[src/hdl/csl_pkg.sv]
// Package: shared types, constants and helpers for the C-subset lexer.
package csl_pkg;

    localparam int PositionBitsDefault = 32;
    localparam int ValueBitsDefault    = 63;

    localparam logic [2:0] KIND_NUMBER = 3'd0;
    localparam logic [2:0] KIND_IDENT  = 3'd1;
    localparam logic [2:0] KIND_SYMBOL = 3'd2;
    localparam logic [2:0] KIND_KEYWORD = 3'd3;
    localparam logic [2:0] KIND_STRING = 3'd4;
    localparam logic [2:0] KIND_STRBYTE = 3'd5;
    localparam logic [2:0] KIND_END    = 3'd6;
    localparam logic [2:0] KIND_ERROR  = 3'd7;

    localparam logic [1:0] ERR_STRING  = 2'd0;
    localparam logic [1:0] ERR_COMMENT = 2'd1;
    localparam logic [1:0] ERR_BADCHAR = 2'd2;

    localparam int NUM_KW = 9;

    // lexer modes, one-hot
    typedef enum logic [10:0] {
        M_IDLE  = 11'b00000000001,
        M_NUM   = 11'b00000000010,
        M_IDENT = 11'b00000000100,
        M_SYM   = 11'b00000001000,
        M_LINE  = 11'b00000010000,
        M_BLOCK = 11'b00000100000,
        M_BSTAR = 11'b00001000000,
        M_STR   = 11'b00010000000,
        M_ESC   = 11'b00100000000,
        M_DONE  = 11'b01000000000,
        M_ERR   = 11'b10000000000
    } lex_mode_t;

    // keyword table: length and character at index
    function automatic logic [2:0] kw_len(input logic [3:0] k);
        case (k)
            4'd0: kw_len = 3'd6;
            4'd1: kw_len = 3'd3;
            4'd2: kw_len = 3'd4;
            4'd3: kw_len = 3'd2;
            4'd4: kw_len = 3'd6;
            4'd5: kw_len = 3'd3;
            4'd6: kw_len = 3'd4;
            4'd7: kw_len = 3'd5;
            4'd8: kw_len = 3'd6;
            default: kw_len = 3'd0;
        endcase
    endfunction

    function automatic logic [47:0] kw_text(input logic [3:0] k);
        case (k)
            4'd0: kw_text = "nruter";
            4'd1: kw_text = {24'd0, "rof"};
            4'd2: kw_text = {16'd0, "esle"};
            4'd3: kw_text = {32'd0, "fi"};
            4'd4: kw_text = "foezis";
            4'd5: kw_text = {24'd0, "tni"};
            4'd6: kw_text = {16'd0, "rahc"};
            4'd7: kw_text = {8'd0, "elihw"};
            4'd8: kw_text = "tcurts";
            default: kw_text = 48'd0;
        endcase
    endfunction

    function automatic logic is_digit(input logic [7:0] c);
        is_digit = (c >= "0") && (c <= "9");
    endfunction

    function automatic logic is_alpha(input logic [7:0] c);
        is_alpha = ((c >= "a") && (c <= "z")) || ((c >= "A") && (c <= "Z")) || (c == "_");
    endfunction

    function automatic logic is_space(input logic [7:0] c);
        is_space = (c == " ") || ((c >= 8'd9) && (c <= 8'd13));
    endfunction

    // single-byte symbol index, 31 when not a symbol
    function automatic logic [4:0] single_symbol(input logic [7:0] c);
        case (c)
            "-": single_symbol = 5'd5;
            "+": single_symbol = 5'd6;
            "/": single_symbol = 5'd7;
            "*": single_symbol = 5'd8;
            "<": single_symbol = 5'd9;
            ">": single_symbol = 5'd10;
            "(": single_symbol = 5'd11;
            ")": single_symbol = 5'd12;
            ";": single_symbol = 5'd13;
            "=": single_symbol = 5'd14;
            "{": single_symbol = 5'd15;
            "}": single_symbol = 5'd16;
            "&": single_symbol = 5'd17;
            ",": single_symbol = 5'd18;
            "[": single_symbol = 5'd19;
            "]": single_symbol = 5'd20;
            ".": single_symbol = 5'd21;
            default: single_symbol = 5'd31;
        endcase
    endfunction

    // two-byte symbol index, 31 when no pair
    function automatic logic [4:0] pair_symbol(input logic [7:0] a, input logic [7:0] b);
        pair_symbol = 5'd31;
        if (a == "<" && b == "=") pair_symbol = 5'd0;
        if (a == ">" && b == "=") pair_symbol = 5'd1;
        if (a == "=" && b == "=") pair_symbol = 5'd2;
        if (a == "!" && b == "=") pair_symbol = 5'd3;
        if (a == "-" && b == ">") pair_symbol = 5'd4;
    endfunction

    function automatic logic [7:0] decode_escape(input logic [7:0] c);
        case (c)
            "a": decode_escape = 8'd7;
            "b": decode_escape = 8'd8;
            "t": decode_escape = 8'd9;
            "n": decode_escape = 8'd10;
            "v": decode_escape = 8'd11;
            "f": decode_escape = 8'd12;
            "r": decode_escape = 8'd13;
            "e": decode_escape = 8'd27;
            default: decode_escape = c;
        endcase
    endfunction

endpackage

[src/hdl/csl_result_fifo.sv]
// Result queue: holds token results until the receiver takes them.
module csl_result_fifo
    import csl_pkg::*;
#(
    parameter int Width = 8,
    parameter int Depth = 8
) (
    input  logic             aclk,
    input  logic             aresetn,
    input  logic             wr_en,
    input  logic [Width-1:0] wr_data,
    output logic [$clog2(Depth+1)-1:0] free_count,
    output logic             rd_valid,
    input  logic             rd_ready,
    output logic [Width-1:0] rd_data
);
    localparam int AW = $clog2(Depth);
    localparam int CW = $clog2(Depth + 1);

    logic [Width-1:0] mem_reg [Depth];
    logic [AW-1:0] wptr_reg, rptr_reg;
    logic [CW-1:0] count_reg, count_next;
    logic rd_fire;

    assign rd_valid   = (count_reg != '0);
    assign rd_fire    = rd_valid && rd_ready;
    assign rd_data    = mem_reg[rptr_reg];
    assign free_count = CW'(Depth) - count_reg;

    always_comb begin
        count_next = count_reg;
        if (wr_en && !rd_fire) count_next = count_reg + 1'b1;
        if (!wr_en && rd_fire) count_next = count_reg - 1'b1;
    end

    // storage
    always_ff @(posedge aclk) begin
        if (wr_en) mem_reg[wptr_reg] <= wr_data;
    end

    // pointers
    always_ff @(posedge aclk) begin
        if (!aresetn) begin
            wptr_reg  <= '0;
            rptr_reg  <= '0;
            count_reg <= '0;
        end else begin
            if (wr_en) wptr_reg <= (wptr_reg == AW'(Depth - 1)) ? '0 : wptr_reg + 1'b1;
            if (rd_fire) rptr_reg <= (rptr_reg == AW'(Depth - 1)) ? '0 : rptr_reg + 1'b1;
            count_reg <= count_next;
        end
    end
endmodule

[src/hdl/c_subset_lexer_core.sv]
// Top level: byte-serial C-subset lexer with a result queue.
//
// Source bytes enter on the s_ channel, one transaction per byte:
// s_axis_tdata[7:0] is the byte, s_axis_tlast marks the last byte of the
// source. Each byte gives zero to three results on the m_ channel; the token
// kind travels on m_axis_tuser and the last result of a byte carries
// m_axis_tlast.
// Per-byte work is one pass of combinational logic from the lexer state
// registers into a result register set holding up to three results; from
// there one result per cycle is written into an 8-deep result queue.
// The first result of a byte is registered in the result register set when
// the byte is accepted, then written into the queue, from which it can be taken;
// further results of the same byte follow one per cycle.
// Throughput: a byte giving zero or one result is taken every cycle while the
// queue has room; a byte giving more holds s_axis_tready low until only one of its results is left to write.
// When the receiver stalls the queue fills and s_axis_tready drops until
// room for the pending results plus a full three-result burst is free.
// Reset (aresetn low, synchronous) returns the lexer to idle at offset
// zero and empties the queue. The lexer also returns to reset state after
// every byte marked last.
module c_subset_lexer_core
    import csl_pkg::*;
#(
    parameter int POSITION_BITS = PositionBitsDefault,
    parameter int VALUE_BITS    = ValueBitsDefault
) (
    input  logic         aclk,
    input  logic         aresetn,
    input  logic         s_axis_tvalid,
    output logic         s_axis_tready,
    input  logic [7:0]   s_axis_tdata,   // char_byte
    input  logic         s_axis_tlast,   // last_char
    output logic         m_axis_tvalid,
    input  logic         m_axis_tready,
    // reserved_id[4:0], error_code[6:5], start_offset[38:7],
    // token_length[70:39], number_value[133:71], string_byte[141:134], pad
    output logic [143:0] m_axis_tdata,
    output logic [2:0]   m_axis_tuser,   // token_kind
    output logic         m_axis_tlast    // run_end
);
    localparam int RW  = 146;
    localparam int PB  = POSITION_BITS;
    localparam int VB  = VALUE_BITS;
    localparam int VB4 = VALUE_BITS + 4;

    typedef struct packed {
        logic [2:0]  kind;
        logic [4:0]  rid;
        logic [1:0]  ecode;
        logic [31:0] start;
        logic [31:0] len;
        logic [62:0] val;
        logic [7:0]  sb;
        logic        last;
    } res_t;

    lex_mode_t        mode_reg, mode_next;
    logic [PB-1:0]    pos_reg, pos_next, tstart_reg, tstart_next;
    logic [VB-1:0]    acc_reg, acc_next;
    logic [NUM_KW-1:0] kw_reg, kw_next;
    logic [7:0]       psym_reg, psym_next;

    res_t   res_next [3];
    res_t   res_reg  [3];
    logic [1:0] cnt_next, cnt_reg;
    logic [1:0] wslot_reg;

    logic   s_fire;
    logic [7:0] c;
    logic   lastc;

    // queue: result register drains one slot per cycle
    logic [3:0] free_count;
    logic       q_wr;
    res_t       q_in, q_out;
    logic       q_valid;

    assign c      = s_axis_tdata;
    assign lastc  = s_axis_tlast;
    // accept when at most the slot being written now is pending and the queue
    // can take it plus three more
    assign s_axis_tready = aresetn &&
        (((cnt_reg == 2'd0) && (free_count >= 4'd3)) ||
         ((cnt_reg == 2'd1) && (free_count >= 4'd4)));
    assign s_fire = s_axis_tvalid && s_axis_tready;

    // lexer next-state logic
    always_comb begin
        logic [PB-1:0] pos1, tlen, idx;
        logic [VB-1:0] vmax, d;
        logic [VB+3:0] acc10;
        logic [1:0] ec;
        logic fin;
        logic [PB-1:0] endpos;
        lex_mode_t m;
        logic err;
        logic [NUM_KW-1:0] kwc;
        logic kwfound;
        logic [3:0] kwidx;
        logic [47:0] kt;
        logic [7:0] kch;

        mode_next   = mode_reg;
        pos_next    = pos_reg;
        tstart_next = tstart_reg;
        acc_next    = acc_reg;
        kw_next     = kw_reg;
        psym_next   = psym_reg;
        cnt_next    = 2'd0;
        for (int i = 0; i < 3; i++) res_next[i] = '0;
        pos1   = pos_reg + 1'b1;
        vmax   = '1;
        d      = VB'(c - "0");
        acc10  = '0;
        ec     = '0;
        fin    = 1'b0;
        endpos = pos1;
        m      = mode_reg;
        err    = 1'b0;
        kwc    = kw_reg;
        kwfound = 1'b0;
        kwidx  = '0;
        kt     = '0;
        kch    = '0;
        tlen   = '0;
        idx    = pos_reg - tstart_reg;

        if (mode_reg != M_DONE && mode_reg != M_ERR) begin
            if (c == 8'd0) begin
                fin = 1'b1;
                endpos = pos_reg;
            end else begin
                // feed: may flush a token, then begin a new one
                logic begin_tok;
                begin_tok = 1'b0;
                case (mode_reg)
                    M_IDLE: begin_tok = 1'b1;
                    M_NUM: begin
                        if (is_digit(c)) begin
                            // acc * 10 + d, saturating at the all-ones value
                            acc10 = VB4'({acc_reg, 3'b000}) + VB4'({acc_reg, 1'b0}) +
                                    VB4'(d);
                            acc_next = (acc10 > VB4'(vmax)) ? vmax : acc10[VB-1:0];
                        end else begin
                            res_next[ec] = '{KIND_NUMBER, 5'd0, 2'd0, 32'(tstart_reg),
                                32'(pos_reg - tstart_reg), 63'(acc_reg), 8'd0, 1'b0};
                            ec = ec + 1'b1;
                            begin_tok = 1'b1;
                        end
                    end
                    M_IDENT: begin
                        if (is_alpha(c) || is_digit(c)) begin
                            for (int j = 0; j < NUM_KW; j++) begin
                                kt  = kw_text(4'(j));
                                kch = 8'(kt >> {idx[2:0], 3'b000});
                                if (idx >= PB'(kw_len(4'(j))) || kch != c)
                                    kw_next[j] = 1'b0;
                            end
                        end else begin
                            tlen = pos_reg - tstart_reg;
                            for (int j = NUM_KW - 1; j >= 0; j--) begin
                                if (kw_reg[j] && PB'(kw_len(4'(j))) == tlen) begin
                                    kwfound = 1'b1;
                                    kwidx = 4'(j);
                                end
                            end
                            res_next[ec] = '{kwfound ? KIND_KEYWORD : KIND_IDENT,
                                kwfound ? 5'(kwidx) : 5'd0, 2'd0, 32'(tstart_reg),
                                32'(tlen), 63'd0, 8'd0, 1'b0};
                            ec = ec + 1'b1;
                            begin_tok = 1'b1;
                        end
                    end
                    M_SYM: begin
                        if (psym_reg == "/" && c == "/") mode_next = M_LINE;
                        else if (psym_reg == "/" && c == "*") mode_next = M_BLOCK;
                        else if (pair_symbol(psym_reg, c) != 5'd31) begin
                            res_next[ec] = '{KIND_SYMBOL, pair_symbol(psym_reg, c), 2'd0,
                                32'(tstart_reg), 32'd2, 63'd0, 8'd0, 1'b0};
                            ec = ec + 1'b1;
                            mode_next = M_IDLE;
                        end else if (psym_reg == "!") begin
                            res_next[ec] = '{KIND_ERROR, 5'd0, ERR_BADCHAR, 32'(tstart_reg),
                                32'd0, 63'd0, 8'd0, 1'b0};
                            ec = ec + 1'b1;
                            mode_next = M_ERR;
                        end else begin
                            res_next[ec] = '{KIND_SYMBOL, single_symbol(psym_reg), 2'd0,
                                32'(tstart_reg), 32'd1, 63'd0, 8'd0, 1'b0};
                            ec = ec + 1'b1;
                            begin_tok = 1'b1;
                        end
                    end
                    M_LINE:  if (c == 8'd10) mode_next = M_IDLE;
                    M_BLOCK: if (c == "*") mode_next = M_BSTAR;
                    M_BSTAR: begin
                        if (c == "/") mode_next = M_IDLE;
                        else if (c != "*") mode_next = M_BLOCK;
                    end
                    M_STR: begin
                        if (c == "\"") begin
                            res_next[ec] = '{KIND_STRING, 5'd0, 2'd0, 32'(tstart_reg),
                                32'(pos1 - tstart_reg), 63'd0, 8'd0, 1'b0};
                            ec = ec + 1'b1;
                            mode_next = M_IDLE;
                        end else if (c == 8'd10) begin
                            res_next[ec] = '{KIND_ERROR, 5'd0, ERR_STRING,
                                32'(PB'(tstart_reg + 1'b1)), 32'd0, 63'd0, 8'd0, 1'b0};
                            ec = ec + 1'b1;
                            mode_next = M_ERR;
                        end else if (c == "\\") mode_next = M_ESC;
                        else begin
                            res_next[ec] = '{KIND_STRBYTE, 5'd0, 2'd0, 32'(pos_reg),
                                32'd1, 63'd0, c, 1'b0};
                            ec = ec + 1'b1;
                        end
                    end
                    M_ESC: begin
                        res_next[ec] = '{KIND_STRBYTE, 5'd0, 2'd0,
                            32'(PB'(pos_reg - 1'b1)), 32'd2, 63'd0, decode_escape(c), 1'b0};
                        ec = ec + 1'b1;
                        mode_next = M_STR;
                    end
                    default: ;
                endcase
                // start of a new token
                if (begin_tok) begin
                    mode_next = M_IDLE;
                    if (!is_space(c)) begin
                        tstart_next = pos_reg;
                        if (is_digit(c)) begin
                            mode_next = M_NUM;
                            acc_next = d;
                        end else if (c == "\"") mode_next = M_STR;
                        else if (is_alpha(c)) begin
                            mode_next = M_IDENT;
                            for (int j = 0; j < NUM_KW; j++) begin
                                kt = kw_text(4'(j));
                                kw_next[j] = (kt[7:0] == c);
                            end
                        end else if (c == "<" || c == ">" || c == "=" || c == "!" ||
                                     c == "-" || c == "/") begin
                            mode_next = M_SYM;
                            psym_next = c;
                        end else if (single_symbol(c) != 5'd31) begin
                            res_next[ec] = '{KIND_SYMBOL, single_symbol(c), 2'd0,
                                32'(pos_reg), 32'd1, 63'd0, 8'd0, 1'b0};
                            ec = ec + 1'b1;
                        end else begin
                            res_next[ec] = '{KIND_ERROR, 5'd0, ERR_BADCHAR, 32'(pos_reg),
                                32'd0, 63'd0, 8'd0, 1'b0};
                            ec = ec + 1'b1;
                            mode_next = M_ERR;
                        end
                    end
                end
                fin = lastc && (mode_next != M_ERR);
                endpos = pos1;
            end

            // end of source: flush the pending token from the updated state, then add an end result when no error
            if (fin) begin
                m = (c == 8'd0) ? mode_reg : mode_next;
                tlen = endpos - tstart_next;
                case (m)
                    M_NUM: begin
                        res_next[ec] = '{KIND_NUMBER, 5'd0, 2'd0, 32'(tstart_next),
                            32'(tlen), 63'(acc_next), 8'd0, 1'b0};
                        ec = ec + 1'b1;
                    end
                    M_IDENT: begin
                        kwc = kw_next;
                        kwfound = 1'b0;
                        kwidx = '0;
                        for (int j = NUM_KW - 1; j >= 0; j--) begin
                            if (kwc[j] && PB'(kw_len(4'(j))) == tlen) begin
                                kwfound = 1'b1;
                                kwidx = 4'(j);
                            end
                        end
                        res_next[ec] = '{kwfound ? KIND_KEYWORD : KIND_IDENT,
                            kwfound ? 5'(kwidx) : 5'd0, 2'd0, 32'(tstart_next),
                            32'(tlen), 63'd0, 8'd0, 1'b0};
                        ec = ec + 1'b1;
                    end
                    M_SYM: begin
                        if (psym_next == "!") begin
                            err = 1'b1;
                            res_next[ec] = '{KIND_ERROR, 5'd0, ERR_BADCHAR,
                                32'(tstart_next), 32'd0, 63'd0, 8'd0, 1'b0};
                        end else
                            res_next[ec] = '{KIND_SYMBOL, single_symbol(psym_next), 2'd0,
                                32'(tstart_next), 32'd1, 63'd0, 8'd0, 1'b0};
                        ec = ec + 1'b1;
                    end
                    M_BLOCK, M_BSTAR: begin
                        err = 1'b1;
                        res_next[ec] = '{KIND_ERROR, 5'd0, ERR_COMMENT, 32'(tstart_next),
                            32'd0, 63'd0, 8'd0, 1'b0};
                        ec = ec + 1'b1;
                    end
                    M_STR, M_ESC: begin
                        err = 1'b1;
                        res_next[ec] = '{KIND_ERROR, 5'd0, ERR_STRING,
                            32'(PB'(tstart_next + 1'b1)), 32'd0, 63'd0, 8'd0, 1'b0};
                        ec = ec + 1'b1;
                    end
                    default: ;
                endcase
                if (!err && ec < 2'd3) begin
                    res_next[ec] = '{KIND_END, 5'd0, 2'd0, 32'(endpos), 32'd0, 63'd0,
                        8'd0, 1'b0};
                    ec = ec + 1'b1;
                end
                mode_next = err ? M_ERR : M_DONE;
            end
        end

        if (ec != 2'd0) res_next[ec - 2'd1].last = 1'b1;
        cnt_next = ec;
        pos_next = pos1;
        if (lastc) begin
            mode_next   = M_IDLE;
            pos_next    = '0;
            tstart_next = '0;
            acc_next    = '0;
            kw_next     = '1;
            psym_next   = '0;
        end
    end

    // lexer state
    always_ff @(posedge aclk) begin
        if (!aresetn) begin
            mode_reg   <= M_IDLE;
            pos_reg    <= '0;
            tstart_reg <= '0;
            acc_reg    <= '0;
            kw_reg     <= '1;
            psym_reg   <= '0;
        end else if (s_fire) begin
            mode_reg   <= mode_next;
            pos_reg    <= pos_next;
            tstart_reg <= tstart_next;
            acc_reg    <= acc_next;
            kw_reg     <= kw_next;
            psym_reg   <= psym_next;
        end
    end

    // result register and slot drain counter
    always_ff @(posedge aclk) begin
        if (s_fire) begin
            for (int i = 0; i < 3; i++) res_reg[i] <= res_next[i];
        end
    end

    always_ff @(posedge aclk) begin
        if (!aresetn) begin
            cnt_reg   <= '0;
            wslot_reg <= '0;
        end else if (s_fire) begin
            cnt_reg   <= cnt_next;
            wslot_reg <= '0;
        end else if (cnt_reg != 2'd0) begin
            cnt_reg   <= cnt_reg - 1'b1;
            wslot_reg <= wslot_reg + 1'b1;
        end
    end

    assign q_wr = (cnt_reg != 2'd0);
    assign q_in = res_reg[wslot_reg];

    csl_result_fifo #(
        .Width(RW),
        .Depth(8)
    ) u_fifo (
        .aclk      (aclk),
        .aresetn   (aresetn),
        .wr_en     (q_wr),
        .wr_data   (q_in),
        .free_count(free_count),
        .rd_valid  (q_valid),
        .rd_ready  (m_axis_tready),
        .rd_data   (q_out)
    );

    assign m_axis_tvalid = q_valid;
    assign m_axis_tdata  = {2'd0, q_out.sb, q_out.val, q_out.len, q_out.start,
                            q_out.ecode, q_out.rid};
    assign m_axis_tuser  = q_out.kind;
    assign m_axis_tlast  = q_out.last;
endmodule
[config.mk]
export PLATFORM = sky130hd
export DESIGN_NAME = c_subset_lexer_core
export DESIGN_NICKNAME = d
export VERILOG_FILES = /design/src/hdl/csl_pkg.sv /design/src/hdl/csl_result_fifo.sv /design/src/hdl/c_subset_lexer_core.sv
export SDC_FILE = /design/constraint.sdc
export NUM_CORES = 2
export LEC_CHECK = 0
export BUFFER_PORTS_ARGS = -buffer_cell sky130_fd_sc_hd__buf_2
export CORE_ASPECT_RATIO = 1.2
export CORE_MARGIN = 2
export CORE_UTILIZATION = 25
export DETAILED_ROUTE_END_ITERATION = 6
export PLACE_DENSITY_LB_ADDON = 0.15
export SETUP_SLACK_MARGIN = 0.15
export SLEW_MARGIN = 0
export SYNTH_ARGS = -nofsm -noshare
export SYNTH_HDL_FRONTEND = slang
export SYNTH_HIERARCHICAL = 1
export SYNTH_SLANG_ARGS = --single-unit
[constraint.sdc]
create_clock -name aclk -period 11.81 [get_ports aclk]
set_input_delay 2.362 -clock aclk [delete_from_list [all_inputs] [get_ports aclk]]
set_output_delay 2.362 -clock aclk [all_outputs]
set_load 0.005 [all_outputs]
# After elaboration in Yosys (flattened, before gate mapping)
# Memories as Yosys holds them, arrays and structs flattened. A register that Yosys moved wholly into a read port is not among the register bits.
# Cells that the tools add are included.
[totals] mem_count=2 output_inout_bits=150 word_cells=688 mem_bits_rw=1606 register_bits=169 inputBits=13
[op_classes] eq_ne=120 n_reduce_logical=79 addsub=21 bitwise=5 shift=9 n_mux=416 order_cmp=25
[memory_table] name="u_fifo.mem_reg" depth=8 word_bits=146 read_ports=1 rd_clocked_by_memory_dff=1 write_ports=1 line_no="csl_result_fifo.sv:20" source="logic [Width-1:0] mem_reg [Depth];"
[memory_table] name="res_reg" depth=3 word_bits=146 read_ports=1 rd_clocked_by_memory_dff=1 write_ports=3 line_no="c_subset_lexer_core.sv:64" source="res_t res_reg [3];"
[ops] cell="$mux 438" count=16
[ops] cell="$bwmux 438" count=10
[ops] cell="$pmux 438 s5" count=1
[ops] cell="$mux 146" count=12
[ops] cell="$mux 48" count=36
[ops] cell="$demux 146 s2" count=4
[ops] cell="$pmux 146 s5" count=1
[ops] cell="$mux 63" count=10
[ops] cell="$mux 8" count=73
[ops] cell="$shr 48x6->8" count=9
[ops] cell="$eq 8x6->1 const B" count=44
[ops] cell="$eq 3x32->1" count=10
[ops] cell="$mux 11" count=27
[ops] cell="$mux 32" count=9
[ops] cell="$pmux 5 s17" count=3
[ops] cell="$mux 3" count=59
[ops] cell="$eq 8x7->1 const B" count=22
[ops] cell="$ge 32x3->1" count=5
[ops] cell="$mux 5" count=31
[ops] cell="$mux 145" count=1
[ops] cell="$mux 136" count=1
[ops] cell="$mux 4" count=25
[ops] cell="$mux 9" count=11
[ops] cell="$add 32x1->32 const B" count=3
[ops] cell="other kinds (61)" count=252

# Longest topological paths before layout
[depth] ltp_word=64 mapped_depth=32 mapped_depth_nobuf=28

# By module
# Netlist, hierarchy kept.
[modules_own_cells] module="c_subset_lexer_core" instances=1 area_per_inst_um2=48670.4 cells_each=6048 seq_area_each_um2=15895.2
[modules_own_cells] module="csl_result_fifo" instances=1 area_per_inst_um2=45082.0 cells_each=1768 seq_area_each_um2=35333.9

# Worst setup path after synthesis
# OpenSTA, ideal clock, no wires.
[synth_timing] path_type="input port to flip-flop" startpoint="in aresetn" endpoint="reg mode_reg[9]" arrival_time_ns=12.679 stages=8 n_path_buf=1 required_time_ns=11.695 setup_ns=0.115 path_slack_ns=-0.984 path_cell_list="and2_1 -> nand2_1 -> inv_1 -> o21ai_0 -> clkbuf_1 -> o21ai_0 -> o21ai_0 -> and2_1"
[synth_via] elab_chain_cells=3
[synth_lines] element="start: declaration" line_no="c_subset_lexer_core.sv:28" source="input logic aresetn,"
[synth_lines] element="$logic_and 1x1->1" line_no="c_subset_lexer_core.sv:82" source="assign s_axis_tready = aresetn &&"
[synth_lines] element="$logic_and 1x1->1" line_no="c_subset_lexer_core.sv:85" source="assign s_fire = s_axis_tvalid && s_axis_tready;"
[synth_lines] element="via s_fire" line_no="c_subset_lexer_core.sv:68" source="logic s_fire;"
[synth_lines] element="$reduce_and 2->1 (no line)"
[synth_lines] element="end signal: assignment" line_no="c_subset_lexer_core.sv:342" source="mode_reg <= mode_next;"
[synth_lines] element="end: declaration" line_no="c_subset_lexer_core.sv:57" source="lex_mode_t mode_reg, mode_next;"
# The timed path passes the listed nets, and every way through them passes these cells.
# A chain may end at the register's enable or synchronous reset.

==> summary.md <==
| Metric | Value |
|---|---|
| Status | `complete, but fails checks` |
| Violated checks | `design-rule violations` |
| PwrDens | `200 nW/um2` |
| Mapped Area | `93800 um2` |
| CTS tree | `done` |
| Layout fillers | `between 30000 and 40000` |
| Clock Skew | `~0.07 ns` |
| Post-synthesis cell count | `~8000` |
| VDD IR-drop max | `173 uV` |
| Placed instance area | `101000 um2` |
| Nets | `8245` |
| Yosys top cell area share | `50.9%` |
| Core ar. | `374000 um2` |
| Worst flop-to-flop path startpoint | `mode_reg[1]$_SDFFE_PN0P_` |
| Worst hold path type | `flop to flop` |
| Worst Hold Depth | `2` |
| Via density | `5.20` |
| LEAKAGE | `0.0355 uW` |
| Buffers from clock root to sink, at most | `4` |
| CP Data Arrival Time | `between 10 and 15 ns` |
| Initial antenna violation count | `23` |
| Clock H-tree levels | `4` |
| Slew HR | `around 3.1%` |
| Max capacitance violation total | `0` |
| Total Wirelength | `365000 um` |
| Wire length of the first global-routing pass | `around 520000 um` |
| Postcts setup bufs | `0` |
| Clk pin slew, worst setup/hold paths | `0.08 ns` |
| Setup TNS | `0 ns` |
| Hold path endpoint | `kw_reg[3]$_SDFFE_PN1P_` |
| Drt initial violations | `~6300` |
| Die height | `between 600 and 700 um` |
| Kind of end point of the critical path | `flop` |
| Final hold vios | `0` |
| Post-CTS Hold Buffers | `0` |
| RSZ-0062 raised after global routing | `false` |
| Max FFs per register | `1168` |
| Bufs and invs on worst path | `4` |
| Worst Setup Start Kind | `input pin` |
| Area leader, netlist | `edfxtp_1` |
| Drt drc | `3` |
| Fraction of layout cells with a size suffix above 1 | `14.6%` |
| Worst Tran Pin Value | `1.45 ns` |
| Top FF cell, synth | `edfxtp_1` |
| GPL Wtd Cong | `0.977` |
| Count of cell types in the netlist | `114` |
| CP max-delay cell | `a21oi_1` |
| Grt ovf | `0` |
| Fin area | `between 100000 and 150000 um2` |
| Hold Path Origin | `kw_reg[3]$_SDFFE_PN1P_` |
| Pre-Repair DR Iteration Count | `7` |
| Ys Warns | `6` |
| Synth area leaders | `edfxtp_1 (51%), mux4_2 (4.2%), dfxtp_1 (3.7%)` |
| I/O pins | `approximately 160` |
| Syn Area/Cell | `12.0 um2` |
| Initial core utilization | `25.1%` |
| Worst EP required | `12.41 ns` |
| Max FO, Critical Path | `23` |
| Syn-to-layout area delta | `14.2%` |
| Post-synthesis async set-or-reset flop share | `0%` |
| CP Depth | `28` |
| Clock sinks | `between 1500 and 2000` |
| Pin count of the biggest net entering global routing | `111` |
| Die width | `roughly 560 um` |
| Root buf cell | `clkbuf_16` |
| Final setup viols | `0` |
| CP max stage delay | `0.80 ns` |
| Critical path class | `input pin to flop` |
| Full die area | `about 380000 um2` |
| Vias in the first global route | `67425` |
| HPWL after DPL | `257000 um` |
| Fmax | `93.4 MHz` |
| PortBufs | `160` |
| Reg-to-reg endpoint | `res_reg[1][141]$_SDFFCE_PN0P_` |
| Cts bufs inserted | `191` |
| Largest delay contributor family on the critical path | `simple AND/OR/NAND/NOR gates` |
| R2r setup slk | `2.55 ns` |
| Max-slew violations | `0` |
| WL/cell | `27.9 um` |
| Tcrit/Tclk final | `between 90% and 100%` |
| Yosys reg bits | `1764` |
| Post-synth EDFFs | `roughly 1600` |
| Worst Reg-to-Reg Cells | `24` |
| Num rows | `246` |
| Final critical-path required period | `10.71 ns` |
| GRT Util Overall | `18.7%` |
| Post-CTS sizing | `0` |
| DR vias | `67998` |
| Routed Antenna Nets | `0` |
| Register area share after synthesis | `54.6%` |
| Skew-Pair Late Insertion Delay | `0.89 ns` |
==> worst reg2reg max path, delay by kind of cell, from the launching register on <==
family,cells,cell delay [ns]
AOI/OAI and AO/OA,10,3.71
adders and majority gates,1,0.40
buffers and inverters,1,0.26
DFF,1,0.44
and+or+nand+nor,12,4.20
==> cell usage in the layout, fill, tap and decap left out, types with 151 or more instances in the layout <==
cell / instances
nor2_1: 631
edfxtp_1: 1590
nand2_1: 744
mux4_2: 173
xnor2_1: 188
ha_1: 198
mux2_2: 151
o21ai_0: 589
dfxtp_1: 168
a21oi_1: 463
buf_4: 281
mux2i_1: 159
buf_2: 159
clkbuf_16: 192
==> worst max-delay path by stage <==
stage	startpoint	end	slack, ns
3_3_place_gp	s_axis_tdata[4]	res_reg[1][141]$_SDFFCE_PN0P_	0.40
3_5_place_dp	s_axis_tdata[4]	res_reg[1][141]$_SDFFCE_PN0P_	0.38
5_1_grt	s_axis_tdata[4]	res_reg[0][141]$_SDFFCE_PN0P_	0.53
6_report	s_axis_tdata[4]	res_reg[1][141]$_SDFFCE_PN0P_	1.10
4_1_cts	s_axis_tdata[4]	res_reg[1][141]$_SDFFCE_PN0P_	1.28
2_1_floorplan	cnt_reg[0]$_SDFFE_PN0P_	u_fifo/mem_reg[0][0]$_DFFE_PP_	0.19
==> where the power goes <==
part,leakage [uW],switching [uW],internal (uW),total [uW]
registers,0.0160,294,8670,8960
clock network,0.00285,2540,3240,5780
logic,0.0166,4360,2280,6650
==> final cells by class <==
class | count | area (um2) | share of cell area (%)
Inverter | 146 | 552 | 0.515
Antenna cell | 8 | 20.0 | 0.0187
Clock buffer | 242 | 5050 | 4.72
Sequential cell | 1764 | 51200 | 47.9
Multi-Input combinational cell | 5414 | 40000 | 37.4
Timing Repair Buffer | 453 | 3150 | 2.95
Clock inverter | 93 | 773 | 0.722
Tap cell | 4960 | 6210 | 5.80
==> metal layers <==
| metal | up-vias | GRT usage, % | share of wire, % | routed length [um] |
|---|---|---|---|---|
| met5 | - | 0 | 0.021 | 77 |
| met4 | 14 | 7.10 | 4.1 | 15100 |
| met3 | 582 | 2.38 | 5.2 | 19000 |
| met2 | 2332 | 30.4 | 46 | 169000 |
| met1 | 34864 | 25.4 | 44 | 162000 |
| li1 | 30206 | - | - | - |
==> cells in the mapped netlist (88+ instances only) <==
| library cell | n |
|---|---|
| xnor2_1 | 189 |
| a21o_1 | 119 |
| mux2i_1 | 159 |
| mux4_1 | 119 |
| a21oi_1 | 465 |
| ha_1 | 198 |
| xor2_1 | 110 |
| mux2_2 | 151 |
| nand3_1 | 153 |
| nand2_1 | 745 |
| nor2_1 | 654 |
| o21ai_0 | 613 |
| dfxtp_1 | 174 |
| mux4_2 | 173 |
| edfxtp_1 | 1590 |
| clkbuf_1 | 356 |
| nor3_1 | 127 |
| nor2b_1 | 88 |
| inv_1 | 145 |
| o22ai_1 | 114 |
==> stage by stage <==
stage / hold slack [ns] / util [%] / power (uW) / setup slack, ns / cells
2_1_floorplan: 0.453 / - / 13000 / 0.185 / 7817
3_3_place_gp: 0.476 / 27.1 / 15800 / 0.403 / 12736
3_5_place_dp: 0.480 / 27.1 / 15900 / 0.376 / 12736
4_1_cts: 0.493 / 28.6 / 21800 / 1.28 / 13071
5_1_grt: 0.516 / 28.6 / 22400 / 0.528 / 13073
6_report: 0.494 / 28.6 / 21400 / 1.10 / 13080
==> logic make-up after synthesis <==
group / after synthesis / synth area share (%)
and+or+nand+nor: 2269 / 11.3
AOI/OAI and AO/OA: 1980 / 13.2
xor gates and xnor gates: 299 / 2.79
muxes: 602 / 11.0
other: 1 / 0.00400
adders and majority gates: 262 / 4.01
buffers and inverters: 639 / 2.99
DFF: 1764 / 54.6
No activity file was read; power rests on OpenSTA's default activity.
